`config.mk`:
```
export PLATFORM = sky130hd
export DESIGN_NAME = lru_key_value_cache
export DESIGN_NICKNAME = d
export VERILOG_FILES = /design/src/sv/lkvc_pkg.sv /design/src/sv/lkvc_cell.sv /design/src/sv/lru_key_value_cache.sv
export SDC_FILE = /design/constraint.sdc
export NUM_CORES = 1
export LEC_CHECK = 0
export BUFFER_PORTS_ARGS = -buffer_cell sky130_fd_sc_hd__clkbuf_2
export CAP_MARGIN = 20
export CORE_AREA = 4 4 253 255
export CTS_BUF_LIST = sky130_fd_sc_hd__clkbuf_4
export CTS_CLUSTER_DIAMETER = 100
export DETAILED_ROUTE_END_ITERATION = 10
export DIE_AREA = 0 0 257 259
export PLACE_DENSITY = 0.65
export SYNTH_ARGS = -nofsm -noshare
export SYNTH_HDL_FRONTEND = slang
export SYNTH_SLANG_ARGS = --single-unit
```
`constraint.sdc`:
```
create_clock -name clk -period 7.7 [get_ports clk]
set_clock_uncertainty 0.2 [all_clocks]
set_input_delay 0.385 -clock clk [delete_from_list [all_inputs] [get_ports clk]]
set_output_delay 0.385 -clock clk [all_outputs]
set_load 0.02 [all_outputs]
```
`src/sv/lkvc_pkg.sv`:
```
// Shared types for the LRU key-value cache.
package lkvc_pkg;

  typedef enum logic [1:0] {
    ST_IDLE,
    ST_COMPARE,
    ST_UPDATE
  } state_t;

  typedef struct packed {
    logic        valid;
    logic [31:0] key;
    logic [31:0] value;
  } entry_t;

  typedef struct packed {
    logic capture;
    logic update;
  } cell_ctrl_t;

  localparam logic ACTION_GET = 1'b0;
  localparam logic ACTION_PUT = 1'b1;

endpackage

```
`src/sv/lkvc_cell.sv`:
```
// One slot of the recency-ordered entry chain; position zero is the most recent.
module lkvc_cell #(
  parameter int INDEX = 0,
  parameter int IW    = 3
) (
  input  logic                clk,
  input  logic                rst,
  input  lkvc_pkg::cell_ctrl_t ctrl,
  input  logic [IW-1:0]       limit,
  input  logic [31:0]         req_key,
  input  lkvc_pkg::entry_t    prev,
  output lkvc_pkg::entry_t    entry,
  output logic                match
);

  logic        valid;
  logic [31:0] key;
  logic [31:0] value;
  logic        take;

  // A cell at or in front of the limit takes its upstream neighbor's entry.
  assign take = ctrl.update && (IW'(INDEX) <= limit);

  always_ff @(posedge clk) begin
    if (rst) begin
      valid <= 1'b0;
      match <= 1'b0;
    end else begin
      if (ctrl.capture) begin
        match <= valid && (key == req_key);
      end
      if (take) begin
        valid <= prev.valid;
      end
    end
  end

  always_ff @(posedge clk) begin
    if (take) begin
      key   <= prev.key;
      value <= prev.value;
    end
  end

  assign entry = '{valid: valid, key: key, value: value};

endmodule

```
`src/sv/lru_key_value_cache.sv`:
```
// Top level of the LRU key-value cache: request FSM, occupancy and the cell chain.
//
//   channel  dir  handshake         payload
//   cfg      in   cfg_valid/ready   cfg_data = entries_in_use
//   s        in   s_tvalid/tready   tuser = action, tdata = key, value
//   m        out  m_tvalid/tready   tuser = hit, tdata = read_value
//
// Each request passes through the transfer, a compare cycle in which every
// cell registers its key match, and an update cycle in which the chain shifts.
// The update waits while the output register still holds an untaken result.
// Reset clears all valid bits, the occupancy count and sets the capacity to 8.
// Recency is the position in the chain, so no rank values are stored.
module lru_key_value_cache #(
  parameter int MAX_ENTRIES = 8
) (
  input  logic        clk,
  input  logic        rst,
  input  logic        cfg_valid,
  output logic        cfg_ready,
  input  logic [3:0]  cfg_data,   // entries_in_use
  input  logic        s_tvalid,
  output logic        s_tready,
  input  logic [63:0] s_tdata,    // key [31:0], value [63:32]
  input  logic        s_tuser,    // action
  output logic        m_tvalid,
  input  logic        m_tready,
  output logic [31:0] m_tdata,    // read_value
  output logic        m_tuser     // hit
);

  localparam int IW = (MAX_ENTRIES > 1) ? $clog2(MAX_ENTRIES) : 1;
  localparam int CW = $clog2(MAX_ENTRIES + 1);

  lkvc_pkg::state_t     state;
  lkvc_pkg::state_t     state_next;
  lkvc_pkg::cell_ctrl_t ctrl;

  logic [3:0]    cap_reg;
  logic [CW-1:0] cap_eff;
  logic [CW-1:0] count;
  logic          req_action;
  logic [31:0]   req_key;
  logic [31:0]   req_value;

  lkvc_pkg::entry_t cell_entry [MAX_ENTRIES];
  lkvc_pkg::entry_t cell_prev  [MAX_ENTRIES];
  lkvc_pkg::entry_t head;
  logic [MAX_ENTRIES-1:0] match_vec;
  logic [MAX_ENTRIES-1:0] valid_vec;

  logic          out_free;
  logic          hit;
  logic [IW-1:0] hit_pos;
  logic [31:0]   hit_value;
  logic          full;
  logic [IW-1:0] limit;
  logic          do_update;

  assign cfg_ready = 1'b1;
  assign s_tready  = (state == lkvc_pkg::ST_IDLE);
  assign out_free  = !m_tvalid || m_tready;

  always_ff @(posedge clk) begin
    if (rst) begin
      cap_reg <= 4'd8;
    end else if (cfg_valid && cfg_ready) begin
      cap_reg <= cfg_data;
    end
  end

  // A capacity of zero acts as one; values above the chain length saturate.
  always_comb begin
    if (cap_reg == '0) begin
      cap_eff = CW'(1);
    end else if (32'(cap_reg) > 32'(MAX_ENTRIES)) begin
      cap_eff = CW'(MAX_ENTRIES);
    end else begin
      cap_eff = CW'(cap_reg);
    end
  end

  always_ff @(posedge clk) begin
    if (s_tvalid && s_tready) begin
      req_action <= s_tuser;
      req_key    <= s_tdata[31:0];
      req_value  <= s_tdata[63:32];
    end
  end

  always_comb begin
    state_next = state;
    unique case (state)
      lkvc_pkg::ST_IDLE: begin
        if (s_tvalid) begin
          state_next = lkvc_pkg::ST_COMPARE;
        end
      end
      lkvc_pkg::ST_COMPARE: begin
        state_next = lkvc_pkg::ST_UPDATE;
      end
      lkvc_pkg::ST_UPDATE: begin
        if (out_free) begin
          state_next = lkvc_pkg::ST_IDLE;
        end
      end
      default: begin
        state_next = lkvc_pkg::ST_IDLE;
      end
    endcase
  end

  always_ff @(posedge clk) begin
    if (rst) begin
      state <= lkvc_pkg::ST_IDLE;
    end else begin
      state <= state_next;
    end
  end

  // Match position and stored value; at most one cell matches.
  always_comb begin
    hit_pos   = '0;
    hit_value = '0;
    for (int i = 0; i < MAX_ENTRIES; i++) begin
      if (match_vec[i]) begin
        hit_pos   = hit_pos | IW'(i);
        hit_value = hit_value | cell_entry[i].value;
      end
    end
  end

  assign hit  = |match_vec;
  assign full = (count >= cap_eff);

  // A hit rotates the matching entry to the front. A put miss pushes a new entry
  // in front; when full the entry in the last occupied position drops out.
  always_comb begin
    if (hit) begin
      limit = hit_pos;
    end else if (full) begin
      limit = IW'(count - CW'(1));
    end else begin
      limit = IW'(count);
    end
  end

  assign head = '{valid: 1'b1, key: req_key,
                  value: (req_action == lkvc_pkg::ACTION_PUT) ? req_value : hit_value};

  always_comb begin
    ctrl      = '0;
    do_update = 1'b0;
    unique case (state)
      lkvc_pkg::ST_IDLE: begin
        ctrl = '0;
      end
      lkvc_pkg::ST_COMPARE: begin
        ctrl.capture = 1'b1;
      end
      lkvc_pkg::ST_UPDATE: begin
        do_update   = out_free;
        ctrl.update = out_free && (hit || (req_action == lkvc_pkg::ACTION_PUT));
      end
      default: begin
        ctrl = '0;
      end
    endcase
  end

  always_ff @(posedge clk) begin
    if (rst) begin
      count <= '0;
    end else if (do_update && !hit && (req_action == lkvc_pkg::ACTION_PUT) && !full) begin
      count <= count + CW'(1);
    end
  end

  always_ff @(posedge clk) begin
    if (rst) begin
      m_tvalid <= 1'b0;
    end else if (do_update) begin
      m_tvalid <= 1'b1;
    end else if (m_tready) begin
      m_tvalid <= 1'b0;
    end
  end

  always_ff @(posedge clk) begin
    if (do_update) begin
      m_tuser <= hit;
      if (req_action == lkvc_pkg::ACTION_PUT) begin
        m_tdata <= '0;
      end else if (hit) begin
        m_tdata <= hit_value;
      end else begin
        m_tdata <= '1;
      end
    end
  end

  for (genvar g = 0; g < MAX_ENTRIES; g++) begin : g_cell
    if (g == 0) begin : g_head
      assign cell_prev[g] = head;
    end else begin : g_link
      assign cell_prev[g] = cell_entry[g-1];
    end

    lkvc_cell #(
      .INDEX (g),
      .IW    (IW)
    ) u_cell (
      .clk     (clk),
      .rst     (rst),
      .ctrl    (ctrl),
      .limit   (limit),
      .req_key (req_key),
      .prev    (cell_prev[g]),
      .entry   (cell_entry[g]),
      .match   (match_vec[g])
    );

    assign valid_vec[g] = cell_entry[g].valid;
  end

`ifndef SYNTHESIS
  a_single_match: assert property (@(posedge clk) disable iff (rst)
    state == lkvc_pkg::ST_UPDATE |-> $onehot0(match_vec))
    else $error("more than one cell matched the request key");

  a_count_tracks_valid: assert property (@(posedge clk) disable iff (rst)
    $countones(valid_vec) == 32'(count))
    else $error("occupancy count differs from the number of valid cells");

  a_valid_packed: assert property (@(posedge clk) disable iff (rst)
    ((valid_vec + 1'b1) & valid_vec) == '0)
    else $error("valid cells are not packed at the front of the chain");

  a_result_follows_update: assert property (@(posedge clk) disable iff (rst)
    do_update |=> m_tvalid)
    else $error("update cycle did not produce a result");
`endif

endmodule

```
==> flow_summary.toml, run 1 <==
[setup_path]
rrSetupSlack_ns = 3.61
crit_required_ns = 7.98
r2r_cells = 10
critical_path_arrival_ns = 4.37
crit_path_start_kind = "register"
end_kind = "register"
timing.rr.start = "cap_reg[3]"
criticalPathCategory = "reg2reg"
worst-path-max-fanout = 42
r2r_end = "g_cell[3].u_cell.key[16]"

[finish]
area_growth_pct = 20.3
largestRegisters = "g_cell.u_cell.key x256, g_cell.u_cell.value x256"
number_of_fillers_in_the_final_layout = 5197
final_nets = 1878
stdcell_area_um2 = 29600
fraction_of_final_layout_cells_with_drive_strength_greater_than_1_pct = 21.8

[logic_synthesis]
xor_xnor_share_of_the_synthesized_area_pct = 9.22
syn-num-nets = 1528
gate_count_post_synth = 1448
postSynth.topFlopCell = "sky130_fd_sc_hd__edfxtp_1"
synth_top_family_by_area = "XOR/XNOR gates"
synthesis.area_um2 = 24600
synth-compound-area-share_pct = 4.81
synthAdderAreaFrac_pct = 0.305
postSynth.asyncResetShare_pct = 0
yosys.cell_types.count = 50
post_synth_and_or_nand_nor_area_fraction_pct = 5.69
synth_top_area_share_pct = 74.5
top_cells_by_area_in_the_synthesized_netlist = "sky130_fd_sc_hd__edfxtp_1, sky130_fd_sc_hd__xor2_1, sky130_fd_sc_hd__a22oi_1, sky130_fd_sc_hd__xnor2_1, sky130_fd_sc_hd__dfxtp_1"
synth_top_cell_by_area = "sky130_fd_sc_hd__edfxtp_1"
ys_warn_count = 0
synth_area_per_cell_um2 = 17.0
synth.mux.area_fraction_pct = 1.79
synth-seq-cells = 637
synth-seq-area-share_pct = 76.7
synth_commonest_cells = "sky130_fd_sc_hd__edfxtp_1, sky130_fd_sc_hd__xor2_1, sky130_fd_sc_hd__a22oi_1"
yosys.cell_count.top_type = "sky130_fd_sc_hd__edfxtp_1"
synth_edf_count = 610

[cts]
cts.clk_slew.worst_paths_ns = 0.08
htree_levels = 4
clk_latency_ns = 0.89
root_buffer = "sky130_fd_sc_hd__clkbuf_4"
cts.path.max_buffers = 3
clock_tree_from_tritoncts = "built"
clock_sink_count = 637
cts_made_buffers = 154
post_cts.resized_instances = 0

[global_route]
vias_in_the_first_global_route = 15000
grt_max_degree = 70
grt_antenna_before_repair = 1
grt_pass1_wl_mm = 87.3
globalRouteTotalUtil_pct = 17.0
global_route_total_overflow = 0

[status]
status = "finished clean"

[route]
detailed_routing_iterations_pass_1 = 5
wl_mm = 56.5
detail_route.wl_per_cell_um = 20.5
drtAntennaViolNets = 0
first_iter_violations = 1392
drc_violations_left = 0
vias = 14100
vias_per_cell = 5.11

[power_and_ir_drop]
netSwitchingPower_w = 0.00152
share_clk_of_total_power_pct = 40.6
netSwitchingFraction_pct = 21.8
power_report.internal_total_w = 0.00545
power.combinational.fraction_pct = 3.7
cellPowerDensity_nw_per_um2 = 236
p_seq_share_pct = 55.8
finalPower_w = 0.00697
max_rail_drop_vdd_mv = 0.120
p_leak_nw = 9.93

[die]
floorplan.die.width_um = 257
ios = 110
rows = 91
start_util_pct = 39.9
overall_die_area_um2 = 66600
die_height_um = 259
placeable_area_um2 = 61600

[placement]
total_cell_area_at_the_placement_stage_um2 = 26100
gp_routability_congestion = 0.880
dpl.hpwl_mm = 34.9
place.port_buffers = 108
placement.setup.worst_slack_ns = 3.66

[sta]
fin_worst_hold_slack_ns = 0.103
final.setup.worst_slack_ns = 3.61
timing.final.crit_period_ns = 4.09
unrepaired_setup_endpoints_after_global_routing = "false"
finalSetupViolations = 0
slew_viol_final = 0
worst_margin_pin_slew_ns = 1.02
setup_tns_ns = 0
period_share_pct = 53.1
maxClockFrequency_ghz = 0.244
report.final.hold_viol_count = 0
slew-limit-headroom_pct = 32.0

[worst_hold_path]
instance_count_along_the_most_critical_hold_path = 2
hold_path.class = "in2reg"
hold_path_startpoint = "s_tdata[26]"
min_to = "req_key[26]"

[flow_run]
max_cap_viol_count = 0
## kinds of logic after synthesis
group                      after synthesis
buffers and inverters                   90
adders and majority gates                6
xor gates and xnor gates               259
DFF                                    637
muxes                                   40
and+or+nand+nor                        255
other                                    1
AOI/OAI and AO/OA                      160
## routing by layer
layer	track usage, %	wire, um	share of wire (%)
met4	8.15	1940	3.4
met1	22.8	24400	43
met5	0	0	0
met2	26.6	26600	47
met3	3.50	3620	6.4
## per-stage QoR
| step | instances | utilization (%) |
|---|---|---|
| 3_5_place_dp | 2332 | 42.4 |
| 2_1_floorplan | 1448 | - |
| 5_1_grt | 2757 | 48.0 |
| 6_report | 2757 | 48.0 |
| 3_3_place_gp | 2332 | 42.4 |
| 4_1_cts | 2753 | 48.0 |
## how the worst max path moves through the flow
| stage | depth (start not counted) | to | slack (ns) | from |
|---|---|---|---|---|
| 6_report | 10 | g_cell[3].u_cell.key[16] | 3.61 | cap_reg[3] |
| 5_1_grt | 10 | g_cell[3].u_cell.key[15] | 3.42 | cap_reg[3] |
| 4_1_cts | 10 | g_cell[3].u_cell.key[16] | 3.60 | cap_reg[3] |
| 3_5_place_dp | 10 | g_cell[3].u_cell.key[1] | 3.66 | cap_reg[3] |
| 3_3_place_gp | 10 | g_cell[3].u_cell.key[1] | 3.74 | cap_reg[3] |
| 2_1_floorplan | 5 | g_cell[7].u_cell.valid | 0.57 | m_tvalid |
## layout by cell type, fill, tap and decap left out, drive strengths merged, types with 6 or more instances in the layout
cell,netlist,layout
mux2,32,32
dfxtp,27,27
dlygate4sd3,0,145
ha,6,6
clkinv,0,45
inv,7,9
nand4,73,73
edfxtp,610,610
nand2,21,21
a21oi,13,13
clkbuf,69,332
nor4,53,53
xor2,162,162
buf,14,24
mux2i,8,8
xnor2,97,97
nor2,78,78
a22oi,128,128
nand3,7,7
## worst max-delay path, stage by stage, from the launching register on
cell and delay, ns:
sky130_fd_sc_hd__dfxtp_1 0.32, sky130_fd_sc_hd__inv_1 0.10, sky130_fd_sc_hd__nand2_1 0.07, sky130_fd_sc_hd__ha_1 0.26
sky130_fd_sc_hd__and2_1 0.19, sky130_fd_sc_hd__a221o_1 0.41, sky130_fd_sc_hd__o21ai_1 0.20, sky130_fd_sc_hd__a31oi_2 0.29
sky130_fd_sc_hd__a21o_1 0.29, sky130_fd_sc_hd__a21oi_4 0.72, sky130_fd_sc_hd__buf_4 0.60
## power by group through the flow
stage	sequential, W	combinational [W]	clock, W
2_1_floorplan	0.00391	0.000153	0
3_3_place_gp	0.00396	0.000192	0
3_5_place_dp	0.00396	0.000196	0
4_1_cts	0.00389	0.000254	0.00289
5_1_grt	0.00389	0.000278	0.00308
6_report	0.00389	0.000256	0.00283
## cell type report
cell class | instances | area [um2] | area share [%]
Clock inverter | 52 | 332 | 1.12
Multi-Input combinational cell | 721 | 5460 | 18.4
Tap cell | 837 | 1050 | 3.54
Sequential cell | 637 | 18900 | 63.7
Clock buffer | 224 | 1680 | 5.68
Inverter | 7 | 31.3 | 0.106
Antenna cell | 2 | 5.00 | 0.0169
Timing Repair Buffer | 277 | 2180 | 7.35
## what timing repair did
item	in CTS	in global routing
buffers inserted	0	0
hold buffers	145	0
endpoints found under the hold margin	105	0
No activity file was read; power rests on OpenSTA's default activity.
==> inputs of run 2 (changes only) <==
- PLACE_DENSITY: 0.65 -> 0.63
- clock period: 7.7 -> 4.2 ns (I/O delays scaled with it)
==> run 2 against run 1 <==
  * Non-clock buffer count is 11 higher
  * Critical path depth stayed put
  * Maximum frequency is 13% higher
  * Clock-buffer cell count is 1 higher
  * Combinational power is 88% higher
  * Hold slack better by 0.071 ns
  * Cell count hardly changed
  * Clock power is 82% higher
  * Via count hardly changed
  * Utilization is 0.21 points higher
  * Critical path type unchanged
  * Critical endpoint is now g_cell[1].u_cell.key[4]
==> flow_summary.toml, run 2 (synthesis results as in run 1) <==
[cts]
cts.clk_slew.worst_paths_ns = 0.07
root_buffer = "sky130_fd_sc_hd__clkbuf_4"
cts.path.max_buffers = 3
clk_latency_ns = 0.86
clock_sink_count = 637
cts_made_buffers = 152
htree_levels = 4
post_cts.resized_instances = 0
clock_tree_from_tritoncts = "built"

[power_and_ir_drop]
p_seq_share_pct = 55.9
max_rail_drop_vdd_mv = 0.229
power_report.internal_total_w = 0.0100
power.combinational.fraction_pct = 3.8
p_leak_nw = 9.98
netSwitchingFraction_pct = 21.6
cellPowerDensity_nw_per_um2 = 429
share_clk_of_total_power_pct = 40.3
netSwitchingPower_w = 0.00275

[setup_path]
criticalPathCategory = "reg2reg"
worst-path-max-fanout = 64
r2r_cells = 10
timing.rr.start = "cap_reg[3]"
r2r_end = "g_cell[1].u_cell.key[4]"
end_kind = "register"
critical_path_arrival_ns = 3.90
crit_path_start_kind = "register"
cpPeakStageDelay_ns = 0.73
critical_path.slowest_cell = "sky130_fd_sc_hd__nor3_2"
cell_chain_of_the_critical_path = "inv_2 > nand2_1 > ha_1 > and2_4 > a221oi_1 > a21oi_1 > nor3_2 > and2_1 > a31oi_4 > buf_12"
rrSetupSlack_ns = 0.59
crit_required_ns = 4.49

[route]
detail_route.wl_per_cell_um = 21.2
wl_mm = 58.4
vias = 14100
first_iter_violations = 1164
drc_violations_left = 0
vias_per_cell = 5.11
drtAntennaViolNets = 0
detailed_routing_iterations_pass_1 = 6

[worst_hold_path]
instance_count_along_the_most_critical_hold_path = 5
hold_path_startpoint = "m_tready"
hold_path.class = "in2reg"
min_to = "state[1]"

[global_route]
grt_max_degree = 70
globalRouteTotalUtil_pct = 17.5
vias_in_the_first_global_route = 15000
global_route_total_overflow = 0
grt_antenna_before_repair = 1
grt_pass1_wl_mm = 89.2

[sta]
worst_margin_pin_slew_ns = 1.10
period_share_pct = 85.9
report.final.hold_viol_count = 0
finalSetupViolations = 0
final.setup.worst_slack_ns = 0.594
maxClockFrequency_ghz = 0.277
unrepaired_setup_endpoints_after_global_routing = "false"
slew-limit-headroom_pct = 26.7
timing.final.crit_period_ns = 3.61
fin_worst_hold_slack_ns = 0.174
slew_viol_final = 0

[placement]
dpl.hpwl_mm = 36.5
gp_routability_congestion = 0.810
total_cell_area_at_the_placement_stage_um2 = 26200
placed_cells_incl_taps = 2337
placement.setup.worst_slack_ns = 0.770
place.port_buffers = 108

[finish]
largestRegisters = "g_cell.u_cell.key x256, g_cell.u_cell.value x256"
stdcell_area_um2 = 29700
stdcell_count = 2758
final_nets = 1887
number_of_fillers_in_the_final_layout = 5207
layout_commonest_cell = "sky130_fd_sc_hd__edfxtp_1"
area_growth_pct = 20.8
fraction_of_final_layout_cells_with_drive_strength_greater_than_1_pct = 22.2
final_cell_mix = "sky130_fd_sc_hd__edfxtp_1, sky130_fd_sc_hd__clkbuf_4, sky130_fd_sc_hd__xor2_1"
final_core_util_pct = 48.2

[die]
floorplan.die.width_um = 257
start_util_pct = 39.9
die_height_um = 259
rows = 91
overall_die_area_um2 = 66600
ios = 110
placeable_area_um2 = 61600

[flow_run]
max_cap_viol_count = 0

[status]
status = "finished clean"
-- run 2: changes by cell type in the layout (fill, tap and decap cells not counted), sizes merged --
cell	before	now
buf	24	27
clkinv	45	34
clkbuf	332	333
inv	9	10
dlygate4sd3	145	153
diode	2	1
-- run 2: critical path, delay by kind of cell (launching register included) --
kind / cells / cell delay (ns)
and+or+nand+nor: 4 / 1.25
AOI/OAI and AO/OA: 3 / 0.77
DFF: 1 / 0.32
adders and majority gates: 1 / 0.27
buffers and inverters: 2 / 0.34
-- run 2: how the worst max path moves through the flow --
stage	start	endpoint	slack (ns)	cells past startpoint
floorplan	cap_reg[3]	g_cell[7].u_cell.key[0]	-0.39	8
global placement	cap_reg[3]	g_cell[1].u_cell.key[19]	0.86	10
detailed placement	cap_reg[3]	g_cell[1].u_cell.key[14]	0.77	10
CTS	cap_reg[3]	g_cell[1].u_cell.key[23]	0.68	10
global route	count[2]	g_cell[1].u_cell.key[16]	0.47	8
finish	cap_reg[3]	g_cell[1].u_cell.key[4]	0.59	10
-- run 2: routing by layer --
| layer | share of wire, % | vias up | global-route usage [%] |
|---|---|---|---|
| met2 | 47 | 550 | 27.8 |
| met5 | 0 | - | 0 |
| met4 | 3.0 | 0 | 7.76 |
| met1 | 44 | 7042 | 23.6 |
| met3 | 5.8 | 118 | 3.37 |
| li1 | - | 6389 | - |
-- run 2: power by group through the flow --
stage / clock (W) / sequential [W] / combinational (W)
after CTS: 0.00528 / 0.00713 / 0.000482
after floorplan: 0 / 0.00717 / 0.000287
after global routing: 0.00563 / 0.00713 / 0.000520
final: 0.00514 / 0.00713 / 0.000480
after detailed placement: 0 / 0.00727 / 0.000368
after global placement: 0 / 0.00726 / 0.000360
-- run 2: what timing repair did --
| action | 4_1_cts | 5_1_grt |
|---|---|---|
| endpoints found under the setup margin | 0 | 0 |
| endpoints found under the hold margin | 138 | 0 |
| buffers inserted | 0 | 0 |
| hold buffers | 153 | 0 |
-- run 2: area by class of cell --
cell class                      count  area [um2]  share of cell area (%)
Tap cell                          837        1050                    3.52
Multi-Input combinational cell    721        5470                    18.4
Clock buffer                      225        1690                    5.68
Inverter                            7        31.3                   0.105
Timing Repair Buffer              288        2320                    7.82
Sequential cell                   637       18900                    63.5
Clock inverter                     42         293                   0.985
Antenna cell                        1        2.50                 0.00842
-- run 2: per-stage QoR --
stage	TNS, ns	total power [W]
3_5_place_dp	0	0.00763
4_1_cts	0	0.0129
5_1_grt	0	0.0133
2_1_floorplan	-56.01	0.00745
3_3_place_gp	0	0.00762
6_report	0	0.0127
==> inputs of run 3 (changes only) <==
- CORE_AREA: 4 4 253 255 -> 4 4 227 229
- DIE_AREA: 0 0 257 259 -> 0 0 231 233
- PLACE_DENSITY: 0.63 -> 0.74
==> run 3 against run 2 <==
  * Sequential share of layout area grew 0.62 points
  * Cell area shrank 0.97%
  * Combinational power is essentially flat
  * Clock power shrank 3%
  * Total power shrank 1.2%
==> flow_summary.toml, run 3 (synthesis results as in run 1) <==
[status]
status = "finished clean"

[placement]
total_cell_area_at_the_placement_stage_um2 = 26000
gp_routability_congestion = 0.890
place.port_buffers = 108
dpl.hpwl_mm = 34.3
placed_cells_incl_taps = 2173

[route]
vias = 14300
vias_per_cell = 5.50
detailed_routing_iterations_pass_1 = 6
wl_mm = 56.0
first_iter_violations = 1604
drc_violations_left = 0
drtAntennaViolNets = 0
detail_route.wl_per_cell_um = 21.6

[sta]
finalSetupViolations = 0
unrepaired_setup_endpoints_after_global_routing = "false"
report.final.hold_viol_count = 0
setup_tns_ns = 0
worst_margin_pin_slew_ns = 1.05
maxClockFrequency_ghz = 0.287
period_share_pct = 82.9
timing.final.crit_period_ns = 3.48
slew-limit-headroom_pct = 30.3
slew_viol_final = 0

[setup_path]
critical_path.slowest_cell = "sky130_fd_sc_hd__a31oi_4"
r2r_cells = 8
worst-path-max-fanout = 38
cell_chain_of_the_critical_path = "ha_1 > and2_4 > a221o_1 > o21ai_2 > a31oi_4 > and2_1 > a31oi_4 > buf_12"
crit_required_ns = 4.51
critical_path_arrival_ns = 3.79
critical_path.most_common_cell = "sky130_fd_sc_hd__a31oi_4"
end_kind = "register"
criticalPathCategory = "reg2reg"
cpPeakStageDelay_ns = 0.63
crit_path_start_kind = "register"

[global_route]
grt_pass1_wl_mm = 85.6
global_route_total_overflow = 0
grt_antenna_before_repair = 2
vias_in_the_first_global_route = 14800
globalRouteTotalUtil_pct = 20.9
grt_max_degree = 70

[flow_run]
max_cap_viol_count = 0

[cts]
post_cts.resized_instances = 0
htree_levels = 4
clock_tree_from_tritoncts = "built"
cts.clk_slew.worst_paths_ns = 0.07
root_buffer = "sky130_fd_sc_hd__clkbuf_4"
clock_sink_count = 637
cts_made_buffers = 151
cts.path.max_buffers = 3
clk_latency_ns = 0.87
post-cts-setup-buffer-count = 0

[worst_hold_path]
instance_count_along_the_most_critical_hold_path = 5
hold_path.class = "in2reg"

[power_and_ir_drop]
finalPower_w = 0.0126
max_rail_drop_vdd_mv = 0.311
cellPowerDensity_nw_per_um2 = 428
p_leak_nw = 9.95

[die]
start_util_pct = 49.5
ios = 110
overall_die_area_um2 = 53800
placeable_area_um2 = 49700
floorplan.die.width_um = 231
rows = 82
die_height_um = 233

[finish]
final_nets = 1888
area_growth_pct = 19.7
layout_commonest_cell = "sky130_fd_sc_hd__edfxtp_1"
final_cell_mix = "sky130_fd_sc_hd__edfxtp_1, sky130_fd_sc_hd__clkbuf_4, sky130_fd_sc_hd__xor2_1"
stdcell_count = 2593
stdcell_area_um2 = 29400
largestRegisters = "g_cell.u_cell.key x256, g_cell.u_cell.value x256"
fraction_of_final_layout_cells_with_drive_strength_greater_than_1_pct = 22.1
[run 3: path summary, 6_finish.rpt]
check | startpoint | to | slack [ns]
worst max-delay path | count[2] | g_cell[1].u_cell.key[19] | 0.72
worst min-delay path | m_tready | state[1] | 0.17
worst max register to register | count[2] | g_cell[1].u_cell.key[19] | 0.72
worst min register to register | g_cell[3].u_cell.value[30] | g_cell[4].u_cell.value[30] | 0.21
[run 3: layout make-up]
type                            instances  area, um2
Tap cell                              672        841
Inverter                                7       31.3
Timing Repair Buffer                  290       2310
Clock buffer                          221       1660
Clock inverter                         43        249
Antenna cell                            2       5.00
Multi-Input combinational cell        721       5470
Fill cell                            3679      20200
Sequential cell                       637      18900
[run 3: report_power, final]
group | total (W) | leakage (nW) | internal, W | switching [W]
Combinational | 0.000479 | 3.05 | 0.000251 | 0.000229
Sequential | 0.00712 | 5.76 | 0.00699 | 0.000133
Clock | 0.00499 | 1.14 | 0.00259 | 0.00239
Total | 0.0126 | 9.95 | 0.00984 | 0.00275
[run 3: critical path, delay by kind of cell, from the launching register on]
kind / cells / cell delay, ns
AOI/OAI and AO/OA: 4 / 1.43
and+or+nand+nor: 2 / 0.43
buffers and inverters: 1 / 0.31
DFF: 1 / 0.46
adders and majority gates: 1 / 0.28
[run 3: stage by stage]
step	setup slack (ns)	utilization [%]	hold slack (ns)
6_report	0.718	59.3	0.173
5_1_grt	0.637	59.3	0.164
4_1_cts	0.770	59.2	0.0835
3_5_place_dp	0.815	52.3	0.189
3_3_place_gp	0.895	52.3	0.187
2_1_floorplan	-0.386	-	0.109
[run 3: metal layers]
metal  wire [um]  GRT usage (%)
met5           0              0
met4        1680           9.00
met3        4660           4.46
met2       26200           32.1
met1       23400           29.1
[run 3: timing repair]
item                                   4_1_cts  5_1_grt
endpoints found under the hold margin      134        0
setup endpoints to repair                    0        0
hold buffers                               153        0
